<file path="src/hdl/pdh_pkg.sv">
package pdh_pkg;

  localparam int COORD_FRAC_BITS  = 16;
  localparam int CORDIC_STEPS_DEF = 16;
  localparam int ATAN_ENTRIES     = 24;
  localparam int ATAN_IDX_W       = $clog2(ATAN_ENTRIES);

  localparam int COORD_W    = 24;
  localparam int TIME_W     = 24;
  localparam int QUAT_W     = 16;
  localparam int DIFF_W     = COORD_W + 1;
  localparam int PROD_W     = 2 * DIFF_W;
  localparam int SQ_W       = PROD_W;
  localparam int ANGLE_FRAC = 30;
  localparam int XY_W       = DIFF_W + ANGLE_FRAC + 3;
  localparam int ANG_W      = 35;
  localparam int ATAN_W     = 30;

  localparam logic [COORD_W-1:0] THR_RESET =
      COORD_W'(((64'd1 << COORD_FRAC_BITS) + 64'd5) / 64'd10);
  localparam logic signed [ANG_W-1:0] PI_Q30   = ANG_W'(64'd3373259426);
  localparam logic signed [XY_W-1:0]  GAIN_Q30 = XY_W'(64'd652032874);

  typedef struct packed {
    logic signed [COORD_W-1:0] point_x;
    logic signed [COORD_W-1:0] point_y;
    logic [TIME_W-1:0]         point_time;
    logic                      path_first;
    logic                      path_last;
  } pdh_in_t;

  typedef struct packed {
    logic                      pose_valid;
    logic signed [COORD_W-1:0] pose_x;
    logic signed [COORD_W-1:0] pose_y;
    logic [TIME_W-1:0]         pose_time;
    logic signed [QUAT_W-1:0]  quat_z;
    logic signed [QUAT_W-1:0]  quat_w;
    logic                      path_end;
  } pdh_out_t;

  typedef struct packed {
    logic                     start;
    logic signed [DIFF_W-1:0] dx;
    logic signed [DIFF_W-1:0] dy;
  } pdh_start_t;

  typedef struct packed {
    logic done;
    logic keep;
  } pdh_dist_sts_t;

  typedef struct packed {
    logic                     done;
    logic signed [QUAT_W-1:0] quat_z;
    logic signed [QUAT_W-1:0] quat_w;
  } pdh_quat_t;

  typedef enum logic [1:0] {
    ST_IDLE,
    ST_DIST,
    ST_CORDIC,
    ST_EMIT
  } pdh_state_e;

  typedef enum logic [1:0] {
    PH_IDLE,
    PH_VEC,
    PH_ROT
  } pdh_phase_e;

  typedef enum logic [2:0] {
    DS_IDLE,
    DS_DXX,
    DS_DYY,
    DS_THR,
    DS_CMP
  } pdh_dstep_e;

  // Arctangent of 2^-i in radians times 2^30, truncated.
  function automatic logic [ATAN_W-1:0] atan_q30(input logic [ATAN_IDX_W-1:0] idx);
    logic [ATAN_W-1:0] v;
    case (idx)
      5'd0:    v = 30'd843314856;
      5'd1:    v = 30'd497837829;
      5'd2:    v = 30'd263043836;
      5'd3:    v = 30'd133525158;
      5'd4:    v = 30'd67021686;
      5'd5:    v = 30'd33543515;
      5'd6:    v = 30'd16775850;
      5'd7:    v = 30'd8388437;
      5'd8:    v = 30'd4194282;
      5'd9:    v = 30'd2097149;
      5'd10:   v = 30'd1048575;
      5'd11:   v = 30'd524287;
      5'd12:   v = 30'd262143;
      5'd13:   v = 30'd131071;
      5'd14:   v = 30'd65535;
      5'd15:   v = 30'd32767;
      5'd16:   v = 30'd16383;
      5'd17:   v = 30'd8191;
      5'd18:   v = 30'd4095;
      5'd19:   v = 30'd2047;
      5'd20:   v = 30'd1023;
      5'd21:   v = 30'd511;
      5'd22:   v = 30'd255;
      5'd23:   v = 30'd127;
      default: v = '0;
    endcase
    return v;
  endfunction

endpackage

</file>
<file path="src/hdl/path_decimate_heading.sv">
// Path point decimator with heading quaternion.
// Raw points enter on the in channel (valid/ready), one at a time. A point that is
// farther than the threshold from the pending kept point causes one pose on the out
// channel: the pending point with the yaw quaternion of the heading toward the new
// point. A point marked last always causes a result carrying the path end flag.
// The threshold register is written over the cfg channel, which is always ready;
// write it only while no item is in flight.
// Per item: a path start is dropped in ST_IDLE, with an end marker from ST_EMIT
// if it is also last; any other point goes through the distance test, and a kept
// point then through the CORDIC unit, which runs the vectoring and then the
// rotation pass one step per cycle, before ST_EMIT.
// The distance test uses one multiplier three times, in steps DXX, DYY, THR, then CMP.
// in_ready_o is high only between items. A finished result sits in the output
// register, so the next item is taken while the receiver stalls; an item with a
// result then waits in ST_EMIT until the register is free, and so do those behind it.
// Reset clears the pending point to the origin at time 0 and loads the default
// threshold of 0.1 m.
module path_decimate_heading #(
  parameter int CORDIC_STEPS = pdh_pkg::CORDIC_STEPS_DEF
) (
  input  logic                        clk_i,
  input  logic                        rst_ni,
  input  logic                        cfg_valid_i,
  output logic                        cfg_ready_o,
  input  logic [pdh_pkg::COORD_W-1:0] cfg_data_i,
  input  logic                        in_valid_i,
  output logic                        in_ready_o,
  input  pdh_pkg::pdh_in_t            in_data_i,
  output logic                        out_valid_o,
  input  logic                        out_ready_i,
  output pdh_pkg::pdh_out_t           out_data_o
);
  import pdh_pkg::*;

  pdh_state_e                state_q, state_d;
  logic signed [COORD_W-1:0] pend_x_q, pend_x_d, pend_y_q, pend_y_d;
  logic [TIME_W-1:0]         pend_t_q, pend_t_d;
  logic [COORD_W-1:0]        thr_q;
  logic signed [DIFF_W-1:0]  dx_q, dx_d, dy_q, dy_d;
  pdh_in_t                   in_q, in_d;
  logic                      keep_q, keep_d;
  logic                      out_valid_q, out_valid_d;
  pdh_out_t                  out_q, out_d;
  pdh_start_t                dist_ctrl, cordic_ctrl;
  pdh_dist_sts_t             dist_sts;
  pdh_quat_t                 cordic_sts;

  pdh_dist u_dist (
    .clk_i  (clk_i),
    .rst_ni (rst_ni),
    .ctrl_i (dist_ctrl),
    .thr_i  (thr_q),
    .sts_o  (dist_sts)
  );

  pdh_cordic #(
    .CORDIC_STEPS (CORDIC_STEPS)
  ) u_cordic (
    .clk_i  (clk_i),
    .rst_ni (rst_ni),
    .ctrl_i (cordic_ctrl),
    .sts_o  (cordic_sts)
  );

  assign cfg_ready_o = 1'b1;
  assign in_ready_o  = (state_q == ST_IDLE);
  assign out_valid_o = out_valid_q;
  assign out_data_o  = out_q;

  always_comb begin
    state_d     = state_q;
    pend_x_d    = pend_x_q;
    pend_y_d    = pend_y_q;
    pend_t_d    = pend_t_q;
    dx_d        = dx_q;
    dy_d        = dy_q;
    in_d        = in_q;
    keep_d      = keep_q;
    out_valid_d = out_valid_q;
    out_d       = out_q;
    dist_ctrl   = '{start: 1'b0, dx: dx_q, dy: dy_q};
    cordic_ctrl = '{start: 1'b0, dx: dx_q, dy: dy_q};

    if (out_valid_q && out_ready_i) begin
      out_valid_d = 1'b0;
    end

    case (state_q)
      ST_IDLE: begin
        if (in_valid_i) begin
          in_d = in_data_i;
          if (in_data_i.path_first) begin
            pend_x_d = '0;
            pend_y_d = '0;
            pend_t_d = '0;
            keep_d   = 1'b0;
            if (in_data_i.path_last) begin
              state_d = ST_EMIT;
            end
          end else begin
            dx_d            = DIFF_W'($signed(in_data_i.point_x)) - DIFF_W'(pend_x_q);
            dy_d            = DIFF_W'($signed(in_data_i.point_y)) - DIFF_W'(pend_y_q);
            dist_ctrl.start = 1'b1;
            state_d         = ST_DIST;
          end
        end
      end
      ST_DIST: begin
        if (dist_sts.done) begin
          keep_d = dist_sts.keep;
          if (dist_sts.keep) begin
            cordic_ctrl.start = 1'b1;
            state_d           = ST_CORDIC;
          end else if (in_q.path_last) begin
            state_d = ST_EMIT;
          end else begin
            state_d = ST_IDLE;
          end
        end
      end
      ST_CORDIC: begin
        if (cordic_sts.done) begin
          state_d = ST_EMIT;
        end
      end
      ST_EMIT: begin
        // Wait for the output register to drain before loading the result.
        if (!out_valid_q || out_ready_i) begin
          out_valid_d      = 1'b1;
          out_d.pose_valid = keep_q;
          out_d.pose_x     = keep_q ? pend_x_q : '0;
          out_d.pose_y     = keep_q ? pend_y_q : '0;
          out_d.pose_time  = keep_q ? pend_t_q : '0;
          out_d.quat_z     = keep_q ? cordic_sts.quat_z : '0;
          out_d.quat_w     = keep_q ? cordic_sts.quat_w : '0;
          out_d.path_end   = in_q.path_last;
          if (keep_q) begin
            pend_x_d = in_q.point_x;
            pend_y_d = in_q.point_y;
            pend_t_d = in_q.point_time;
          end
          state_d = ST_IDLE;
        end
      end
      default: state_d = ST_IDLE;
    endcase
  end

  always_ff @(posedge clk_i or negedge rst_ni) begin
    if (!rst_ni) begin
      state_q     <= ST_IDLE;
      pend_x_q    <= '0;
      pend_y_q    <= '0;
      pend_t_q    <= '0;
      thr_q       <= THR_RESET;
      out_valid_q <= 1'b0;
    end else begin
      state_q     <= state_d;
      pend_x_q    <= pend_x_d;
      pend_y_q    <= pend_y_d;
      pend_t_q    <= pend_t_d;
      out_valid_q <= out_valid_d;
      if (cfg_valid_i) begin
        thr_q <= cfg_data_i;
      end
    end
  end

  always_ff @(posedge clk_i) begin
    dx_q   <= dx_d;
    dy_q   <= dy_d;
    in_q   <= in_d;
    keep_q <= keep_d;
    out_q  <= out_d;
  end

endmodule

</file>
<file path="src/hdl/pdh_dist.sv">
module pdh_dist (
  input  logic                         clk_i,
  input  logic                         rst_ni,
  input  pdh_pkg::pdh_start_t          ctrl_i,
  input  logic [pdh_pkg::COORD_W-1:0]  thr_i,
  output pdh_pkg::pdh_dist_sts_t       sts_o
);
  import pdh_pkg::*;

  pdh_dstep_e               step_q, step_d;
  logic signed [DIFF_W-1:0] op_a, op_b, thr_s;
  logic signed [PROD_W-1:0] prod;
  logic [SQ_W-1:0]          prod_q, prod_d, acc_q, acc_d;

  assign thr_s = $signed({1'b0, thr_i});
  assign prod  = op_a * op_b;

  // One multiplier, used for dx*dx, dy*dy and the squared threshold in turn.
  always_comb begin
    op_a   = ctrl_i.dx;
    op_b   = ctrl_i.dx;
    step_d = step_q;
    prod_d = prod_q;
    acc_d  = acc_q;
    sts_o  = '0;
    case (step_q)
      DS_IDLE: begin
        if (ctrl_i.start) begin
          step_d = DS_DXX;
        end
      end
      DS_DXX: begin
        prod_d = $unsigned(prod);
        step_d = DS_DYY;
      end
      DS_DYY: begin
        op_a   = ctrl_i.dy;
        op_b   = ctrl_i.dy;
        acc_d  = prod_q;
        prod_d = $unsigned(prod);
        step_d = DS_THR;
      end
      DS_THR: begin
        op_a   = thr_s;
        op_b   = thr_s;
        acc_d  = acc_q + prod_q;
        prod_d = $unsigned(prod);
        step_d = DS_CMP;
      end
      DS_CMP: begin
        sts_o.done = 1'b1;
        sts_o.keep = acc_q > prod_q;
        step_d     = DS_IDLE;
      end
      default: step_d = DS_IDLE;
    endcase
  end

  always_ff @(posedge clk_i or negedge rst_ni) begin
    if (!rst_ni) begin
      step_q <= DS_IDLE;
    end else begin
      step_q <= step_d;
    end
  end

  always_ff @(posedge clk_i) begin
    prod_q <= prod_d;
    acc_q  <= acc_d;
  end

endmodule

</file>
<file path="src/hdl/pdh_cordic.sv">
module pdh_cordic #(
  parameter int CORDIC_STEPS = pdh_pkg::CORDIC_STEPS_DEF
) (
  input  logic                clk_i,
  input  logic                rst_ni,
  input  pdh_pkg::pdh_start_t ctrl_i,
  output pdh_pkg::pdh_quat_t  sts_o
);
  import pdh_pkg::*;

  localparam int NSTEPS = (CORDIC_STEPS > ATAN_ENTRIES) ? ATAN_ENTRIES : CORDIC_STEPS;
  localparam int STEP_W = $clog2(NSTEPS);
  localparam logic [STEP_W-1:0]      LAST_STEP = STEP_W'(NSTEPS - 1);
  localparam logic signed [XY_W-1:0] ROUND_Q15 = XY_W'(16384);
  localparam logic signed [XY_W-1:0] Q15_MAX   = XY_W'(32767);
  localparam logic signed [XY_W-1:0] Q15_MIN   = -XY_W'(32768);

  pdh_phase_e               phase_q, phase_d;
  logic signed [XY_W-1:0]   x_q, x_d, y_q, y_d;
  logic signed [XY_W-1:0]   xs, ys, x_step, y_step, dx_ext, dy_ext;
  logic signed [ANG_W-1:0]  ang_q, ang_d, atan_v, ang_step;
  logic [STEP_W-1:0]        i_q, i_d;
  logic                     turn_pos;
  logic                     last_step;
  logic                     done;

  function automatic logic signed [QUAT_W-1:0] to_q15(input logic signed [XY_W-1:0] v);
    logic signed [XY_W-1:0] r;
    r = (v + ROUND_Q15) >>> 15;
    if (r > Q15_MAX) begin
      r = Q15_MAX;
    end else if (r < Q15_MIN) begin
      r = Q15_MIN;
    end
    return r[QUAT_W-1:0];
  endfunction

  assign dx_ext = XY_W'($signed(ctrl_i.dx));
  assign dy_ext = XY_W'($signed(ctrl_i.dy));
  assign atan_v = $signed(ANG_W'(atan_q30(ATAN_IDX_W'(i_q))));
  assign xs     = x_q >>> i_q;
  assign ys     = y_q >>> i_q;

  // Vectoring drives y toward zero; rotation drives the residual angle toward zero.
  // Both use the same add/subtract unit, only the direction decision differs.
  assign turn_pos  = (phase_q == PH_ROT) ? !ang_q[ANG_W-1]
                                         : (y_q[XY_W-1] || (y_q == '0));
  assign x_step    = turn_pos ? x_q - ys : x_q + ys;
  assign y_step    = turn_pos ? y_q + xs : y_q - xs;
  assign ang_step  = turn_pos ? ang_q - atan_v : ang_q + atan_v;
  assign last_step = (i_q == LAST_STEP);

  always_comb begin
    phase_d = phase_q;
    x_d     = x_q;
    y_d     = y_q;
    ang_d   = ang_q;
    i_d     = i_q;
    done    = 1'b0;
    case (phase_q)
      PH_IDLE: begin
        if (ctrl_i.start) begin
          // A vector in the left half plane is turned by a half circle first.
          if (ctrl_i.dx[DIFF_W-1]) begin
            x_d   = (-dx_ext) <<< ANGLE_FRAC;
            y_d   = (-dy_ext) <<< ANGLE_FRAC;
            ang_d = ctrl_i.dy[DIFF_W-1] ? -PI_Q30 : PI_Q30;
          end else begin
            x_d   = dx_ext <<< ANGLE_FRAC;
            y_d   = dy_ext <<< ANGLE_FRAC;
            ang_d = '0;
          end
          i_d     = '0;
          phase_d = PH_VEC;
        end
      end
      PH_VEC: begin
        x_d   = x_step;
        y_d   = y_step;
        ang_d = ang_step;
        i_d   = i_q + STEP_W'(1);
        if (last_step) begin
          ang_d   = ang_step >>> 1;
          x_d     = GAIN_Q30;
          y_d     = '0;
          i_d     = '0;
          phase_d = PH_ROT;
        end
      end
      PH_ROT: begin
        x_d   = x_step;
        y_d   = y_step;
        ang_d = ang_step;
        i_d   = i_q + STEP_W'(1);
        if (last_step) begin
          i_d     = '0;
          done    = 1'b1;
          phase_d = PH_IDLE;
        end
      end
      default: phase_d = PH_IDLE;
    endcase
  end

  // x and y hold cos and sin of the half heading until the next start.
  assign sts_o.done   = done;
  assign sts_o.quat_z = to_q15(y_q);
  assign sts_o.quat_w = to_q15(x_q);

  always_ff @(posedge clk_i or negedge rst_ni) begin
    if (!rst_ni) begin
      phase_q <= PH_IDLE;
    end else begin
      phase_q <= phase_d;
    end
  end

  always_ff @(posedge clk_i) begin
    x_q   <= x_d;
    y_q   <= y_d;
    ang_q <= ang_d;
    i_q   <= i_d;
  end

endmodule

</file>
<file path="config.mk">
export PLATFORM = sky130hd
export DESIGN_NAME = path_decimate_heading
export DESIGN_NICKNAME = d
export VERILOG_FILES = /design/src/hdl/pdh_pkg.sv /design/src/hdl/path_decimate_heading.sv /design/src/hdl/pdh_dist.sv /design/src/hdl/pdh_cordic.sv
export SDC_FILE = /design/constraint.sdc
export NUM_CORES = 2
export LEC_CHECK = 0
export BUFFER_PORTS_ARGS = -buffer_cell sky130_fd_sc_hd__clkbuf_2
export CAP_MARGIN = 20
export CORE_ASPECT_RATIO = 1.4
export CORE_MARGIN = 10
export CORE_UTILIZATION = 55
export DETAILED_ROUTE_END_ITERATION = 10
export PLACE_DENSITY = 0.8
export SKIP_LAST_GASP = 1
export SYNTH_ARGS = -nofsm -noshare
export SYNTH_HDL_FRONTEND = slang
export SYNTH_SLANG_ARGS = --single-unit
</file>
<file path="constraint.sdc">
create_clock -name clk_i -period 14.15 [get_ports clk_i]
set_clock_uncertainty 0.15 [all_clocks]
set_input_delay 0 -clock clk_i [delete_from_list [all_inputs] [get_ports clk_i]]
set_output_delay 0 -clock clk_i [all_outputs]
set_load 0.005 [all_outputs]
</file>
==> summary.md <==
| Metric | Value |
|---|---|
| Status | complete, but fails checks |
| Failing checks | hold timing |
| Register bit total from synthesis | 617 |
| Max Cap Viol | 0 |
| PortBufs | 210 |
| Number of synthesized flops with an enable pin | 484 |
| Top_reg_cell synth | edfxtp_1 |
| Max Fanout on Critical Path | 19 |
| H-tree depth | 3 |
| Post-route minimum period | 10.44 ns |
| Average routed wire per standard cell | 24.69 µm |
| Post-Syn Area | 69,540 µm² |
| Root buf cell | clkbuf_16 |
| Final GP Congestion | 1.022 |
| Count of final hold-check violations | 1 |
| Largest net degree at the start of global routing | 145 |
| Vias in the first global route | 61.66k |
| CP max stage cell | dfrtp_1 |
| Top Ports | 212 |
| Syn Inst Count | 7,465 |
| Ranking of synthesized cells by area | edfxtp_1 21%, fa_1 18%, ha_1 8.3% |
| Num CTS Buffers | 68 |
| Fillcell total | 10.16k |
| CP required | 14.44 ns |
| Max Root-Sink Buffers | 3 |
| Slew HR | 26.89% |
| Iter 0 DRT Violations | 6,401 |
| CTS clk-pin slew, worst paths | 0.06 ns |
| F_max | 95.80 MHz |
| Unique masters post-synth | 102 |
| Critical path launch point type | flop |
| Max incr delay on CP | 0.79 ns |
| CP Data Arrival Time | 10.73 ns |
| Hold Slack | -0.03127 ns |
| Grt total ovfl | 0 |
| Initial core utilization | 55.27% |
| Post-cts sizing count | 0 |
| Multi-input gate area | 46,670 µm² |
| Vias per Instance | 6.361 |
| Clock latency on the worst-skew pair | 0.72 ns |
| Post-detail-place hpwl | 170,800 µm |
| Mapped Nets | 8,651 |
| Synth async-reset ratio | 16.86% |
| First-pass GRT wire length | 353,200 µm |
| Total track usage | 32.38% |
| Final setup viols | 0 |
| Antenna violations before repair | 33 |
| Proportion of layout cells with a drive suffix above 1 | 8.850% |
| TNS Setup | 0 ns |
| Worst-Margin Slew | 1.097 ns |
| Avg Inst Size Synth | 9.316 µm² |
| Core area | 125,800 µm² |
| Share of the synthesized area in the top cell type | 20.90% |
| Area grow syn2layout | 9.395% |
| Critical path endpoint category | flop |
| Drc violations | 0 |
| # rows | 154 |
| Tcrit/Tclk final | 73.77% |
| DR pass1 iterations | 9 |
| Nets | 8,837 |
| Hold WC Path Type | input port to flop |
| RSZ-0062 raised after global routing | no |
| Die X | 320.5 µm |
| CTS Sinks | 617 |
| Routed Antenna Nets | 0 |
| Die H | 440.7 µm |
| Cell taking the most area after synthesis | edfxtp_1 |
| Die area | 141,300 µm² |
| Worst Setup Path Type | flop to flop |
| CTS tree | done |
| Vias | 59.61k |
| Drt total wl | 231,400 µm |
| Sequential share of the synthesized area | 25.49% |
| Synth Warn # | 0 |
| Total area of sequential cells | 17,730 µm² |
| Slew Viols, Final | 0 |
-- registers in the layout, summed over array words and instances, names as in the netlist, 25 cells and up --
signal,count
out_data_o,106
u_cordic.x_q,58
u_cordic.y_q,58
u_cordic.ang_q,35
dx_q,25
dy_q,25
u_dist.prod_q,49
u_cordic.atan_v,29
u_dist.acc_q,50
in_q,73
-- layout make-up --
type | count | share of cell area, %
clock inverters | 32 | 0.5707
flip-flops and latches | 617 | 23.30
clock buffers | 93 | 2.534
well taps | 1638 | 2.694
diodes | 28 | 0.09210
inverters | 1018 | 5.023
repair buffers | 456 | 4.445
multi-input cells | 5490 | 61.34
-- synth_stat cells (42+ instances only) --
cell type	instances
a21o_1	166
a21oi_1	428
a31oi_1	81
and2_1	102
and3_1	62
clkbuf_1	256
dfrtp_1	97
edfxtp_1	484
fa_1	619
ha_1	464
inv_1	1002
mux2_2	64
mux2i_1	86
mux4_2	136
nand2_1	703
nand2b_1	73
nand3_1	190
nand4_1	65
nor2_1	538
nor2b_1	56
nor3_1	97
nor4_1	42
o21a_1	67
o21ai_0	356
o21ai_1	62
o21bai_1	58
o22ai_1	60
xnor2_1	291
xor2_1	217
-- cells in the final DEF (no fill, tap or decap), types with 174 or more instances in the layout --
master	synthesis	routed
a21oi_1	428	427
clkbuf_2	1	209
dlygate4sd3_1	0	174
edfxtp_1	484	484
fa_1	619	619
ha_1	464	463
inv_1	1002	1001
nand2_1	703	701
nand3_1	190	190
nor2_1	538	535
o21ai_0	356	348
xnor2_1	291	291
xor2_1	217	217
-- layer usage --
layer	wire length, µm	track usage [%]	vias up	share of wire [%]
li1	-	-	25890	-
met1	72920	32.91	28697	32
met2	111000	54.52	3634	48
met3	20680	7.633	1383	8.9
met4	26740	30.67	10	12
met5	67	0	-	0.029
-- cell families (layout without fill, tap and decap cells) --
group / after synthesis / count (layout) / share of synthesized area [%]
buf+inv: 1358 / 1599 / 7.549
flops: 617 / 617 / 25.49
xor+xnor: 508 / 508 / 6.398
simple gates: 2066 / 2066 / 13.86
mux: 299 / 299 / 6.889
compound gates: 1533 / 1533 / 13.64
fa+ha+maj: 1083 / 1083 / 26.17
other cells: 1 / 29 / 0.005392
-- through the flow --
step	hold slack, ns	setup slack, ns	utilization, %	cells	area, µm²
3_3_place_gp	-0.1069	4.032	57.11	9041	71850
3_5_place_dp	-0.1059	3.873	57.11	9041	71850
5_1_grt	-0.001474	3.252	60.45	9366	76060
4_1_cts	0.01208	3.869	60.38	9341	75980
6_report	-0.03127	3.711	60.46	9372	76080
2_1_floorplan	-0.4456	5.138	-	7465	69540
-- critical path: cells and delay by family, from the launching register on --
| kind | cells | cell delay [ns] |
|---|---|---|
| mux | 1 | 0.24 |
| fa+ha+maj | 8 | 3.95 |
| simple gates | 5 | 0.93 |
| buf+inv | 9 | 1.63 |
| flops | 1 | 0.79 |
| compound gates | 8 | 2.42 |
| xor+xnor | 1 | 0.09 |
-- repair_timing --
| item | 4_1_cts | 5_1_grt |
|---|---|---|
| buffers inserted | 0 | 0 |
| endpoints found under the hold margin | 334 | 0 |
| hold buffers | 175 | 0 |
-- worst paths after layout --
path                                              startpoint                          end  slack (ns)  cells past startpoint
worst max-delay path            u_dist.step_q[0]$_DFFE_PN0P_  u_dist.prod_q[43]$_DFFE_PP_        3.71                     32
worst min-delay path                          cfg_data_i[21]        thr_q[21]$_DFFE_PN0P_       -0.03                      3
worst max register to register  u_dist.step_q[0]$_DFFE_PN0P_  u_dist.prod_q[43]$_DFFE_PP_        3.71                     32
worst min register to register             in_q[5]$_DFFE_PP_      pend_t_q[3]$_DFFE_PN0P_        0.31                      2
max in group asynchronous                             rst_ni        thr_q[17]$_DFFE_PN0P_       12.40                      4
min in group asynchronous                             rst_ni        out_valid_o$_DFF_PN0_        0.45                      4
Power is left out: the tool's default activity adds up to more than one toggle a clock period on the data nets, which glitch-free logic cannot reach.
